===== config.mk =====
export PLATFORM = sky130hd
export DESIGN_NAME = bfra_ctrl
export DESIGN_NICKNAME = d
export VERILOG_FILES = /design/src/rtl/bfra_pkg.sv /design/src/rtl/bfra_ctrl.sv
export SDC_FILE = /design/constraint.sdc
export NUM_CORES = 1
export LEC_CHECK = 0
export BUFFER_PORTS_ARGS = -buffer_cell sky130_fd_sc_hd__buf_2
export CORE_AREA = 2 2 39 41
export CTS_CLUSTER_SIZE = 8
export DETAILED_ROUTE_END_ITERATION = 10
export DIE_AREA = 0 0 41 43
export SYNTH_ARGS = -nofsm -noshare
export SYNTH_HDL_FRONTEND = slang
export SYNTH_SLANG_ARGS = --single-unit

===== constraint.sdc =====
create_clock -name clk -period 1.2 [get_ports clk]
set_input_delay 0.12 -clock clk [delete_from_list [all_inputs] [get_ports clk]]
set_output_delay 0.12 -clock clk [all_outputs]
set_load 0.05 [all_outputs]

===== src/rtl/bfra_pkg.sv =====
// Shared types and constants for the best-fit record allocator.
package bfra_pkg;

  localparam int ID_COUNT_DEF    = 256;
  localparam int FREE_SLOTS_DEF  = 32;
  localparam int STORE_BYTES_DEF = 1048576;
  localparam logic [12:0] RECORD_EXTRA = 13'd5;

  localparam logic FUNC_INSERT  = 1'b0;
  localparam logic FUNC_RELEASE = 1'b1;

  localparam logic [1:0] ST_PLACE  = 2'd0;
  localparam logic [1:0] ST_APPEND = 2'd1;
  localparam logic [1:0] ST_REL    = 2'd2;
  localparam logic [1:0] ST_ERR    = 2'd3;

  typedef enum logic [3:0] {
    S_IDLE, S_IDRD, S_CHECK, S_MERGE_A, S_MERGE_B, S_REL_END, S_FIT, S_FIT_END, S_RESULT
  } state_t;

  typedef enum logic [3:0] {
    OP_NONE, OP_CAPTURE, OP_CHECK, OP_SCAN_A, OP_SCAN_B, OP_REL_END, OP_FIT, OP_FIT_END,
    OP_LOAD
  } op_t;

  typedef struct packed {
    op_t  op;
    logic scan_start;
  } cmd_t;

  typedef struct packed {
    logic last;
    logic oob;
    logic hit;
    logic is_rel;
    logic out_busy;
  } stat_t;

  typedef struct packed {
    logic [20:0] loc;
    logic [20:0] len;
  } free_ent_t;

  typedef struct packed {
    logic [20:0] loc;
    logic [12:0] len;
  } id_ent_t;

endpackage


===== src/rtl/bfra_ctrl.sv =====
// Sequencer: steps an item through id lookup, merge scans, fit scan and result.
module bfra_ctrl
  import bfra_pkg::*;
(
  input  logic  clk,
  input  logic  rst,
  input  logic  in_valid,
  input  stat_t stat,
  output logic  in_ready,
  output cmd_t  cmd
);

  state_t state, state_next;

  always_ff @(posedge clk) begin
    if (rst) begin
      state <= S_IDLE;
    end else begin
      state <= state_next;
    end
  end

  always_comb begin
    state_next = state;
    unique case (state)
      S_IDLE:    if (in_valid) state_next = S_IDRD;
      S_IDRD:    state_next = S_CHECK;
      S_CHECK: begin
        if (stat.oob) state_next = S_RESULT;
        else if (stat.hit) state_next = S_MERGE_A;
        else if (stat.is_rel) state_next = S_RESULT;
        else state_next = S_FIT;
      end
      S_MERGE_A: if (stat.last) state_next = S_MERGE_B;
      S_MERGE_B: if (stat.last) state_next = S_REL_END;
      S_REL_END: state_next = stat.is_rel ? S_RESULT : S_FIT;
      S_FIT:     if (stat.last) state_next = S_FIT_END;
      S_FIT_END: state_next = S_RESULT;
      S_RESULT:  if (!stat.out_busy) state_next = S_IDLE;
      default:   state_next = S_IDLE;
    endcase
  end

  always_comb begin
    in_ready = 1'b0;
    cmd.op = OP_NONE;
    cmd.scan_start = 1'b0;
    unique case (state)
      S_IDLE: begin
        in_ready = 1'b1;
        if (in_valid) cmd.op = OP_CAPTURE;
      end
      S_IDRD: cmd.op = OP_NONE;
      S_CHECK: begin
        cmd.op = OP_CHECK;
        cmd.scan_start = 1'b1;
      end
      S_MERGE_A: begin
        cmd.op = OP_SCAN_A;
        cmd.scan_start = stat.last;
      end
      S_MERGE_B: cmd.op = OP_SCAN_B;
      S_REL_END: begin
        cmd.op = OP_REL_END;
        cmd.scan_start = 1'b1;
      end
      S_FIT:     cmd.op = OP_FIT;
      S_FIT_END: cmd.op = OP_FIT_END;
      S_RESULT:  if (!stat.out_busy) cmd.op = OP_LOAD;
      default:   cmd.op = OP_NONE;
    endcase
  end

endmodule


# Word-level counts from Yosys, hierarchy flattened
# Cells that the tools add are included.
dict set report op_classes {
  eq_ne 13
  n_reduce_logical 3
  muxes 14
}
# operator n
set op_table {}
lappend op_table {{$mux W4} 9}
lappend op_table {{$pmux W4 S9} 1}
lappend op_table {{$pmux W4 S8} 1}
lappend op_table {{$eq A4 B3 Y1 const B} 4}
lappend op_table {{$ne A2 B2 Y1 const B} 5}
lappend op_table {{$eq A4 B2 Y1 const B} 2}
lappend op_table {{$reduce_and A5 Y1} 1}
lappend op_table {{$eq A4 B1 Y1 const B} 1}
lappend op_table {{$eq A4 B4 Y1 const B} 1}
lappend op_table {{$logic_not A4 Y1} 1}
lappend op_table {{$mux W1} 2}
lappend op_table {{$pmux W1 S2} 1}
lappend op_table {{$reduce_or A2 Y1} 1}
dict set report totals {
  output_inout_bits 6
  reg_bits 4
}

# Depth between registers and ports, before layout
# Gate-level depths: netlist of run 1.
dict set report logic_depth {
  depth_word 4
  depth_mapped 5
  mapped_depth_nobuf 4
}

# Least setup slack after synthesis of run 1
# No wires, ideal clock.
dict set report synth_timing {
  path_type {register to output}
  start {register state[3]}
  end {output port in_ready}
  t_arrival_ns 2.062
  path_stages_with_launch 3
  path_slack_ns -0.982
  path_cell_list {dfxtp_1 > clkbuf_1 > nor4_1}
}
dict set report synth_between {
  elab_chain_cells 2
}
# element line
set synth_rtl {}
lappend synth_rtl {{start, declared} bfra_ctrl.sv:13} ;# state_t state, state_next;
lappend synth_rtl {{start signal, assigned} bfra_ctrl.sv:19} ;# state <= state_next;
lappend synth_rtl {{$logic_not A4 Y1} bfra_ctrl.sv:48} ;# unique case (state)
lappend synth_rtl {{$mux W1} bfra_ctrl.sv:48}
lappend synth_rtl {{end, declared} bfra_ctrl.sv:9} ;# output logic in_ready,
# Every way passes these cells.

==> flow_summary.json, run 1 <==
{
  "outcome": "complete, but fails checks",
  "violations": "negative setup slack",
  "worstHoldPathType": "input port to flip-flop",
  "num_io_pins": 14,
  "dieArea_um2": 1763,
  "largest_reg_flops": 4,
  "crit_arrival_ns": 1.30,
  "synth_nets": 65,
  "slew_headroom": 0.8214,
  "htreeDepth": 1,
  "grt-ovfl-total": 0,
  "worstPathRequired_ns": 1.08,
  "finalPower_w": 0.001931,
  "vias_per_cell": 5.163,
  "grt_pass1_vias": 523,
  "ys_warn_count": 0,
  "grtUsageTotal": 0.1618,
  "skew_ns": 0.001296,
  "crit_top_cell": "buf_6",
  "antenna_found_initial": 0,
  "gp_congestion": 0.8193,
  "hold_viol_final": 0,
  "synthTopCellsByArea": "dfxtp_1 (19%), nand2b_1 (7.5%), a21oi_1 (4.8%)",
  "wl_met2_um": 662,
  "synth-seq-cells": 4,
  "syn_area_per_cell_um2": 7.288,
  "async_flop_share": 0,
  "max_freq_ghz": 0.7032,
  "p_switching_w": 0.0008843,
  "end_kind": "output port",
  "switching_share": 0.4581,
  "wl_per_cell_um": 11.42,
  "synthFlopType": "dfxtp_1",
  "cts.sinks": 4,
  "cts_tree": "yes",
  "cts-root-buf": "clkbuf_4",
  "startpoint_type": "flip-flop",
  "period_share": 1.185,
  "internal_power_w": 0.001046,
  "synth_cell_types": 33,
  "reg2reg_depth": 5,
  "tightest_slew_ns": 0.2660,
  "critPathSlowestCell": "dfxtp_4",
  "highest_layer": "met4",
  "holdWs_ns": 0.09331,
  "p_per_area_nw_per_um2": 2392,
  "final_common_cell": "buf_4",
  "holdPathEnd": "state[3]$_SDFFE_PP0P_",
  "hpwl_um": 956.3,
  "p_leak_nw": 0.3324,
  "syn_inst": 57,
  "hold_start": "rst",
  "yosys.area.top_type": "dfxtp_1",
  "ff_latch_area_um2": 92.59,
  "slew_viol_final": 0,
  "seq_area_frac_synth": 0.1928,
  "setup_ws_ns": -0.2222,
  "finalSetupViolations": 7,
  "grt_pass1_wl_mm": 1.952,
  "crit_chain": "buf_6 -> nor3_4 -> nand2_1 -> a21oi_2 -> buf_6",
  "layout_min_cycle_time_ns": 1.422,
  "nNetsFinal": 98,
  "reg_top3": "state x4",
  "dp.cells": 101,
  "whs_path_depth": 2,
  "netlist_area_um2": 415.4,
  "fin_cells": 104,
  "drc": 0,
  "synth_top_area_frac": 0.1928,
  "r2r_end": "state[2]$_SDFFE_PP0P_",
  "clock_path_buffers": 2,
  "cts_made_buffers": 3,
  "r2r_start": "state[2]$_SDFFE_PP0P_",
  "ir_drop_v": 0.001261,
  "critPathMaxStageDelay_ns": 0.35,
  "num_antenna_cells": 0,
  "drt_wl_total_mm": 1.188,
  "grt_max_degree": 10,
  "layout_common_cells": "buf_4 (13), buf_6 (10), buf_2 (7)",
  "wl_met1_um": 480,
  "fillers": 132,
  "pwr-share-seq": 0.138,
  "dr_wl_met3_um": 26,
  "first_iter_violations": 2,
  "die_h_um": 43,
  "fin_setup_tns_ns": -1.081,
  "rsz0062_at_grt": "yes",
  "combPwrFrac": 0.779,
  "critPathKind": "flip-flop to output port",
  "drv_cap": 0,
  "antenna_left": 0,
  "crit_path_max_fanout": 6,
  "dr.pass1.iters": 4,
  "core_um2": 1384,
  "layout-drive-gt1-share": 0.6364,
  "initial_core_util": 0.3002,
  "vias": 537,
  "clock_power_share": 0.083,
  "clk_pin_slew_ns": 0.04,
  "portBuffers": 13,
  "area_growth_pct": 94.28,
  "floorplan.die.width_um": 41,
  "fp-row-count": 14,
  "worstSkewPairLatency_ns": 0.23,
  "multi_input_area_um2": 367.9,
  "largest_register": "state",
  "ff2ff_setup_slack_ns": -0.18,
  "synth-edff-count": 0
}
## power groups by stage
stage	Combinational (W)	Clock (W)	Sequential, W
after floorplan	0.000876	0	0.000221
after global placement	0.00126	0	0.000241
after detailed placement	0.00127	0	0.000243
after CTS	0.00145	0.000172	0.000258
after global routing	0.00161	0.000183	0.000276
final	0.00150	0.000160	0.000267
## per-layer routing
metal | vias to the layer above | GRT usage
li1 | 279 | -
met1 | 246 | 0.1935
met2 | 10 | 0.2594
met3 | 2 | 0.04712
met4 | 0 | 0.06000
met5 | - | 0
## how the worst max path moves through the flow
stage | start | endpoint | cells past startpoint
after floorplan | state[3]$_SDFFE_PP0P_ | cmd[2] | 2
after global placement | state[2]$_SDFFE_PP0P_ | state[2]$_SDFFE_PP0P_ | 4
after detailed placement | state[2]$_SDFFE_PP0P_ | state[2]$_SDFFE_PP0P_ | 5
after CTS | state[0]$_SDFFE_PP0P_ | cmd[1] | 5
after global routing | state[2]$_SDFFE_PP0P_ | cmd[1] | 5
final | state[2]$_SDFFE_PP0P_ | cmd[1] | 5
## metrics by stage
| stage | worst slack [ns] | instance area [um^2] | utilization |
|---|---|---|---|
| after floorplan | -0.1586 | 465.4 | - |
| after global placement | -0.1437 | 671.9 | 0.4855 |
| after detailed placement | -0.1912 | 671.9 | 0.4855 |
| after CTS | -0.2278 | 767.0 | 0.5543 |
| after global routing | -0.3063 | 807.0 | 0.5832 |
| final | -0.2222 | 807.0 | 0.5832 |
## worst max-delay path: cells and delay by family (launching register included)
kind	cells	cell delay, ns
flops	1	0.35
simple gates	2	0.29
buf+inv	2	0.29
compound gates	1	0.13
## cell families after synthesis
kind of cell / after synthesis / synth area share
simple gates: 25 / 0.3464
compound gates: 19 / 0.3494
buf+inv: 9 / 0.1114
flops: 4 / 0.1928
## layout make-up
| cell class | instances | area share |
|---|---|---|
| Tap cell | 16 | 0.02481 |
| Sequential cell | 4 | 0.1147 |
| Inverter | 5 | 0.02946 |
| Multi-Input combinational cell | 44 | 0.4558 |
| Timing Repair Buffer | 32 | 0.3473 |
| Clock buffer | 3 | 0.02791 |
## timing repair
item | in CTS | in global routing
gates cloned | 0 | 0
pin swaps | 7 | 5
setup endpoints to repair | 10 | 10
buffers inserted | 1 | 0
hold buffers | 0 | 0
gates resized for setup | 26 | 10
## Yosys cell counts, types with 2 or more instances
| cell | n |
|---|---|
| inv_1 | 4 |
| nor2_1 | 5 |
| nand2_1 | 2 |
| nand2b_1 | 5 |
| o21ai_0 | 2 |
| a21oi_1 | 4 |
| a31oi_1 | 2 |
| nor4_1 | 2 |
| dfxtp_1 | 4 |
| nor3_1 | 2 |
| nand3_1 | 3 |
Power figures use the tool's default switching activity.
==> run 2, diff against run 1 <==
Settings changed: PLACE_DENSITY set to 0.56.
==> flow_summary.json, run 2 (synthesis gave the netlist of run 1 again) <==
{
  "core_um2": 1384,
  "antenna_found_initial": 0,
  "area_growth_pct": 95.78,
  "tightest_slew_ns": 0.3297,
  "cts_made_buffers": 3,
  "ir_drop_v": 0.001081,
  "max_freq_ghz": 0.6971,
  "largest_register": "state",
  "cts_tree": "yes",
  "dp.cells": 99,
  "clock_power_share": 0.090,
  "clock_path_buffers": 2,
  "skew_ns": 0.007211,
  "holdBufCountCts": 0,
  "cts.sinks": 4,
  "crit_path_max_fanout": 5,
  "finalSetupViolations": 9,
  "grt_pass1_vias": 552,
  "num_io_pins": 14,
  "multi_input_area_um2": 375.4,
  "final_common_cell": "buf_4",
  "worstHoldPathType": "input port to flip-flop",
  "pre_cts_ws_ns": -0.1488,
  "dr.pass1.iters": 4,
  "hold_viol_final": 0,
  "layout_min_cycle_time_ns": 1.434,
  "wl_per_cell_um": 12.49,
  "gp_congestion": 0.8960,
  "internal_power_w": 0.001062,
  "startpoint_type": "flip-flop",
  "grt_pass1_wl_mm": 2.139,
  "drt_wl_total_mm": 1.299,
  "end_kind": "output port",
  "first_iter_violations": 9,
  "violations": "negative setup slack",
  "vias_per_cell": 5.269,
  "period_share": 1.195,
  "drc": 0,
  "floorplan.die.width_um": 41,
  "cts-root-buf": "clkbuf_4",
  "crit_arrival_ns": 1.31,
  "dieArea_um2": 1763,
  "switching_share": 0.4652,
  "layout_common_cells": "buf_4 (13), buf_6 (9), buf_2 (7)",
  "critPathKind": "flip-flop to output port",
  "grt-ovfl-total": 0,
  "worstSkewPairLatency_ns": 0.25,
  "fillers": 125,
  "grtUsageTotal": 0.1797,
  "ff_latch_area_um2": 90.09,
  "combPwrFrac": 0.781,
  "nNetsFinal": 98,
  "largest_reg_flops": 4,
  "worstPathRequired_ns": 1.08,
  "rsz0062_at_grt": "yes",
  "fp-row-count": 14,
  "p_switching_w": 0.0009238,
  "p_leak_nw": 0.3349,
  "drv_cap": 0,
  "setup_ws_ns": -0.2345,
  "fin_cells": 104,
  "htreeDepth": 1,
  "finalPower_w": 0.001986,
  "outcome": "complete, but fails checks",
  "p_per_area_nw_per_um2": 2442,
  "die_h_um": 43,
  "reg_top3": "state x4",
  "initial_core_util": 0.3002,
  "antenna_left": 0,
  "layout-drive-gt1-share": 0.6364,
  "portBuffers": 13,
  "grt_max_degree": 7,
  "slew_viol_final": 0,
  "num_antenna_cells": 0,
  "pwr-share-seq": 0.129,
  "slew_headroom": 0.7785,
  "final_util": 0.5877,
  "clk_pin_slew_ns": 0.04,
  "vias": 548,
  "ff2ff_setup_slack_ns": -0.15,
  "hpwl_um": 940
}
run 2: critical path, stage by stage, from the launching register on:
cell and delay, ns:
dfxtp_2 0.34, buf_12 0.13, nor3_4 0.19, nand2_1 0.09
a21oi_2 0.15, buf_6 0.17
run 2: path summary, 6_finish.rpt:
check,startpoint,to,cells after the start
worst max-delay path,state[0]$_SDFFE_PP0P_,cmd[1],5
worst min register to register,state[3]$_SDFFE_PP0P_,state[3]$_SDFFE_PP0P_,2
worst min-delay path,rst,state[2]$_SDFFE_PP0P_,2
worst max register to register,state[0]$_SDFFE_PP0P_,state[2]$_SDFFE_PP0P_,4
run 2: timing repair:
action	4_1_cts	5_1_grt
pin swaps	7	4
setup buffers	2	0
setup endpoints to repair	10	10
gates resized for setup	32	4
run 2: area by class of cell:
class,instances,share of cell area
tap,16,0.02462
inverter,5,0.02615
sequential,4,0.1108
multi-input combinational,44,0.4615
timing repair buffer,32,0.3492
clock buffer,3,0.02769
run 2: per-layer routing:
layer | vias to the layer above | part of all wire | global-route usage
li1 | 278 | - | -
met1 | 255 | 0.43 | 0.2026
met2 | 13 | 0.53 | 0.3063
met3 | 2 | 0.020 | 0.01571
met4 | 0 | 0.018 | 0.1000
met5 | - | 0 | 0
run 2: through the flow:
step | hold slack (ns) | area [um^2] | TNS [ns]
after floorplan | 0.1850 | 465.4 | -0.6767
after global placement | 0.3422 | 656.9 | -0.4170
after detailed placement | 0.3437 | 656.9 | -0.5139
after CTS | 0.07948 | 792.0 | -1.236
after global routing | 0.09397 | 813.3 | -1.724
final | 0.08277 | 813.3 | -1.240
run 2: power by group through the flow:
stage	Sequential [W]	Combinational (W)	Clock, W
2_1_floorplan	0.000221	0.000876	0
3_3_place_gp	0.000233	0.00125	0
3_5_place_dp	0.000232	0.00126	0
4_1_cts	0.000250	0.00151	0.000182
5_1_grt	0.000263	0.00165	0.000184
6_report	0.000256	0.00155	0.000179
==> run 3, diff against run 2 <==
Settings changed: ABC_AREA set to 1, PLACE_DENSITY 0.56 to 0.54.
==> flow_summary.json, run 3 <==
{
  "yosysMostFrequentCell": "nand2_1",
  "ys_warn_count": 0,
  "synth-edff-count": 0,
  "drc": 0,
  "dr.pass1.iters": 4,
  "synth_commonest_cells": "nand2_1 (17), nor2_1 (15), inv_1 (10)",
  "muxShareOfSynthArea": 0,
  "tightest_slew_ns": 0.1872,
  "cts.sinks": 4,
  "synth_compound_area_frac": 0.08228,
  "antenna_left": 0,
  "reg_top3": "state x4",
  "max_freq_ghz": 0.7805,
  "synthFlopType": "dfxtp_1",
  "syn_area_per_cell_um2": 5.648,
  "cts_tree": "yes",
  "layout-drive-gt1-share": 0.5054,
  "outcome": "complete, but fails checks",
  "hpwl_um": 831.7,
  "synthTopCellsByArea": "dfxtp_1 (20%), nand2_1 (16%), nor2_1 (14%)",
  "portBuffers": 13,
  "die_h_um": 43,
  "period_share": 1.068,
  "yosys.area_share.simple": 0.5918,
  "crit_arrival_ns": 1.16,
  "switching_share": 0.5249,
  "p_leak_nw": 0.3326,
  "synth-seq-cells": 4,
  "clk_pin_slew_ns": 0.04,
  "skew_ns": 0.0006061,
  "final_util": 0.4656,
  "syn_inst": 70,
  "cts-root-buf": "clkbuf_4",
  "grtUsageTotal": 0.1391,
  "layout_min_cycle_time_ns": 1.281,
  "seq_area_frac_synth": 0.2025,
  "initial_core_util": 0.2857,
  "synth_top_family_by_area": "simple AND/OR/NAND/NOR gates",
  "largest_reg_flops": 4,
  "startpoint_type": "flip-flop",
  "synth-xor-area-share": 0,
  "htreeDepth": 1,
  "hold_viol_final": 0,
  "combPwrFrac": 0.739,
  "worstSkewPairLatency_ns": 0.23,
  "wl_per_cell_um": 9.569,
  "synth_cell_types": 16,
  "synth_nets": 78,
  "slew_headroom": 0.8748,
  "clock_power_share": 0.095,
  "crit_path_max_fanout": 4,
  "pwr-share-seq": 0.165,
  "finalSetupViolations": 3,
  "p_switching_w": 0.0008955,
  "setup_ws_ns": -0.08126,
  "antenna_found_initial": 0,
  "num_io_pins": 14,
  "grt_pass1_vias": 446,
  "p_per_area_nw_per_um2": 2648,
  "yosys.area.top_type": "dfxtp_1",
  "cts_made_buffers": 3,
  "grt_max_degree": 7,
  "postLayoutCellArea_um2": 644.4,
  "worstPathRequired_ns": 1.08,
  "gp_congestion": 0.8169,
  "drv_cap": 0,
  "grt_pass1_wl_mm": 1.614,
  "async_flop_share": 0,
  "area_growth_pct": 62.97,
  "largest_register": "state",
  "synth_top_area_frac": 0.2025,
  "num_antenna_cells": 0,
  "layout_common_cells": "nand2_1 (15), nor2_1 (12), inv_1 (9)",
  "fin_setup_tns_ns": -0.2231,
  "netlist_area_um2": 395.4,
  "internal_power_w": 0.0008106,
  "first_iter_violations": 11,
  "vias": 506,
  "ir_drop_v": 0.0008234,
  "fp-row-count": 14,
  "fillers": 150,
  "rsz0062_at_grt": "yes",
  "slew_viol_final": 0,
  "grt-ovfl-total": 0,
  "violations": "negative setup slack",
  "dieArea_um2": 1763,
  "floorplan.die.width_um": 41,
  "holdBufCountCts": 0,
  "core_um2": 1384,
  "drt_wl_total_mm": 1.043,
  "worstHoldPathType": "input port to flip-flop",
  "end_kind": "output port",
  "critPathKind": "flip-flop to output port",
  "vias_per_cell": 4.642,
  "final_common_cell": "nand2_1",
  "yosys.area_share.adder": 0,
  "nNetsFinal": 103,
  "clock_path_buffers": 2,
  "post_dp_cell_area_um2": 536.8
}
-- run 3: cell types whose count changed in the layout (fill, tap and decap cells not counted), moves of 3 or more --
cell and change:
inv_1 +7, nand2_2 +6, nand2b_1 -4, buf_4 -7, nor2_1 +9, nand2_1 +13
a21oi_1 -3
-- run 3: final timing paths --
check / from / endpoint / slack, ns / depth (start not counted)
max: state[3]$_SDFFE_PP0P_ / cmd[0] / -0.08 / 4
min: rst / state[2]$_SDFFE_PP0P_ / 0.15 / 4
max reg2reg: state[3]$_SDFFE_PP0P_ / state[1]$_SDFFE_PP0P_ / 0.04 / 9
min reg2reg: state[2]$_SDFFE_PP0P_ / state[2]$_SDFFE_PP0P_ / 0.61 / 4
-- run 3: kinds of logic after synthesis --
kind of cell | after synthesis
and+or+nand+nor | 49
buffers and inverters | 13
DFF | 4
AOI/OAI and AO/OA | 4
-- run 3: power by group through the flow --
| stage | clock network, W | logic (W) | registers, W |
|---|---|---|---|
| after floorplan | 0 | 0.000796 | 0.000234 |
| after global placement | 0 | 0.00106 | 0.000239 |
| after detailed placement | 0 | 0.00104 | 0.000239 |
| after CTS | 0.000173 | 0.00118 | 0.000255 |
| after global routing | 0.000183 | 0.00136 | 0.000289 |
| final | 0.000163 | 0.00126 | 0.000282 |
-- run 3: stage by stage --
step	setup slack (ns)	cells	total power, W	hold WS, ns
after floorplan	-0.1024	70	0.001030	0.2916
after global placement	-0.02566	104	0.001295	0.3978
after detailed placement	0.001540	104	0.001281	0.3959
after CTS	-0.1048	108	0.001605	0.1471
after global routing	-0.1443	109	0.001837	0.1804
final	-0.08126	109	0.001706	0.1496
-- run 3: per-layer routing --
metal	up-vias	track usage	routed length, um
li1	265	-	-
met1	224	0.1242	408
met2	15	0.2281	576
met3	2	0.03665	49
met4	0	0.1333	8
met5	-	0	0
-- run 3: repair_timing --
action / CTS / global route
setup buffers: 1 / 1
pin swaps: 2 / 4
setup endpoints to repair: 6 / 9
gates resized for setup: 16 / 9
-- run 3: cell type report --
| cell class | count | area (um^2) | area share |
|---|---|---|---|
| Multi-Input combinational cell | 53 | 301.5 | 0.4680 |
| Timing Repair Buffer | 20 | 158.9 | 0.2466 |
| Sequential cell | 4 | 92.59 | 0.1437 |
| Inverter | 13 | 48.80 | 0.07573 |
| Clock buffer | 3 | 22.52 | 0.03495 |
| Tap cell | 16 | 20.02 | 0.03107 |
-- run 3: critical path, cell delays in order (launching register included) --
cell	delay (ns)
dfxtp_2	0.34
nor2_4	0.15
nand2_2	0.10
o221ai_2	0.16
buf_6	0.18
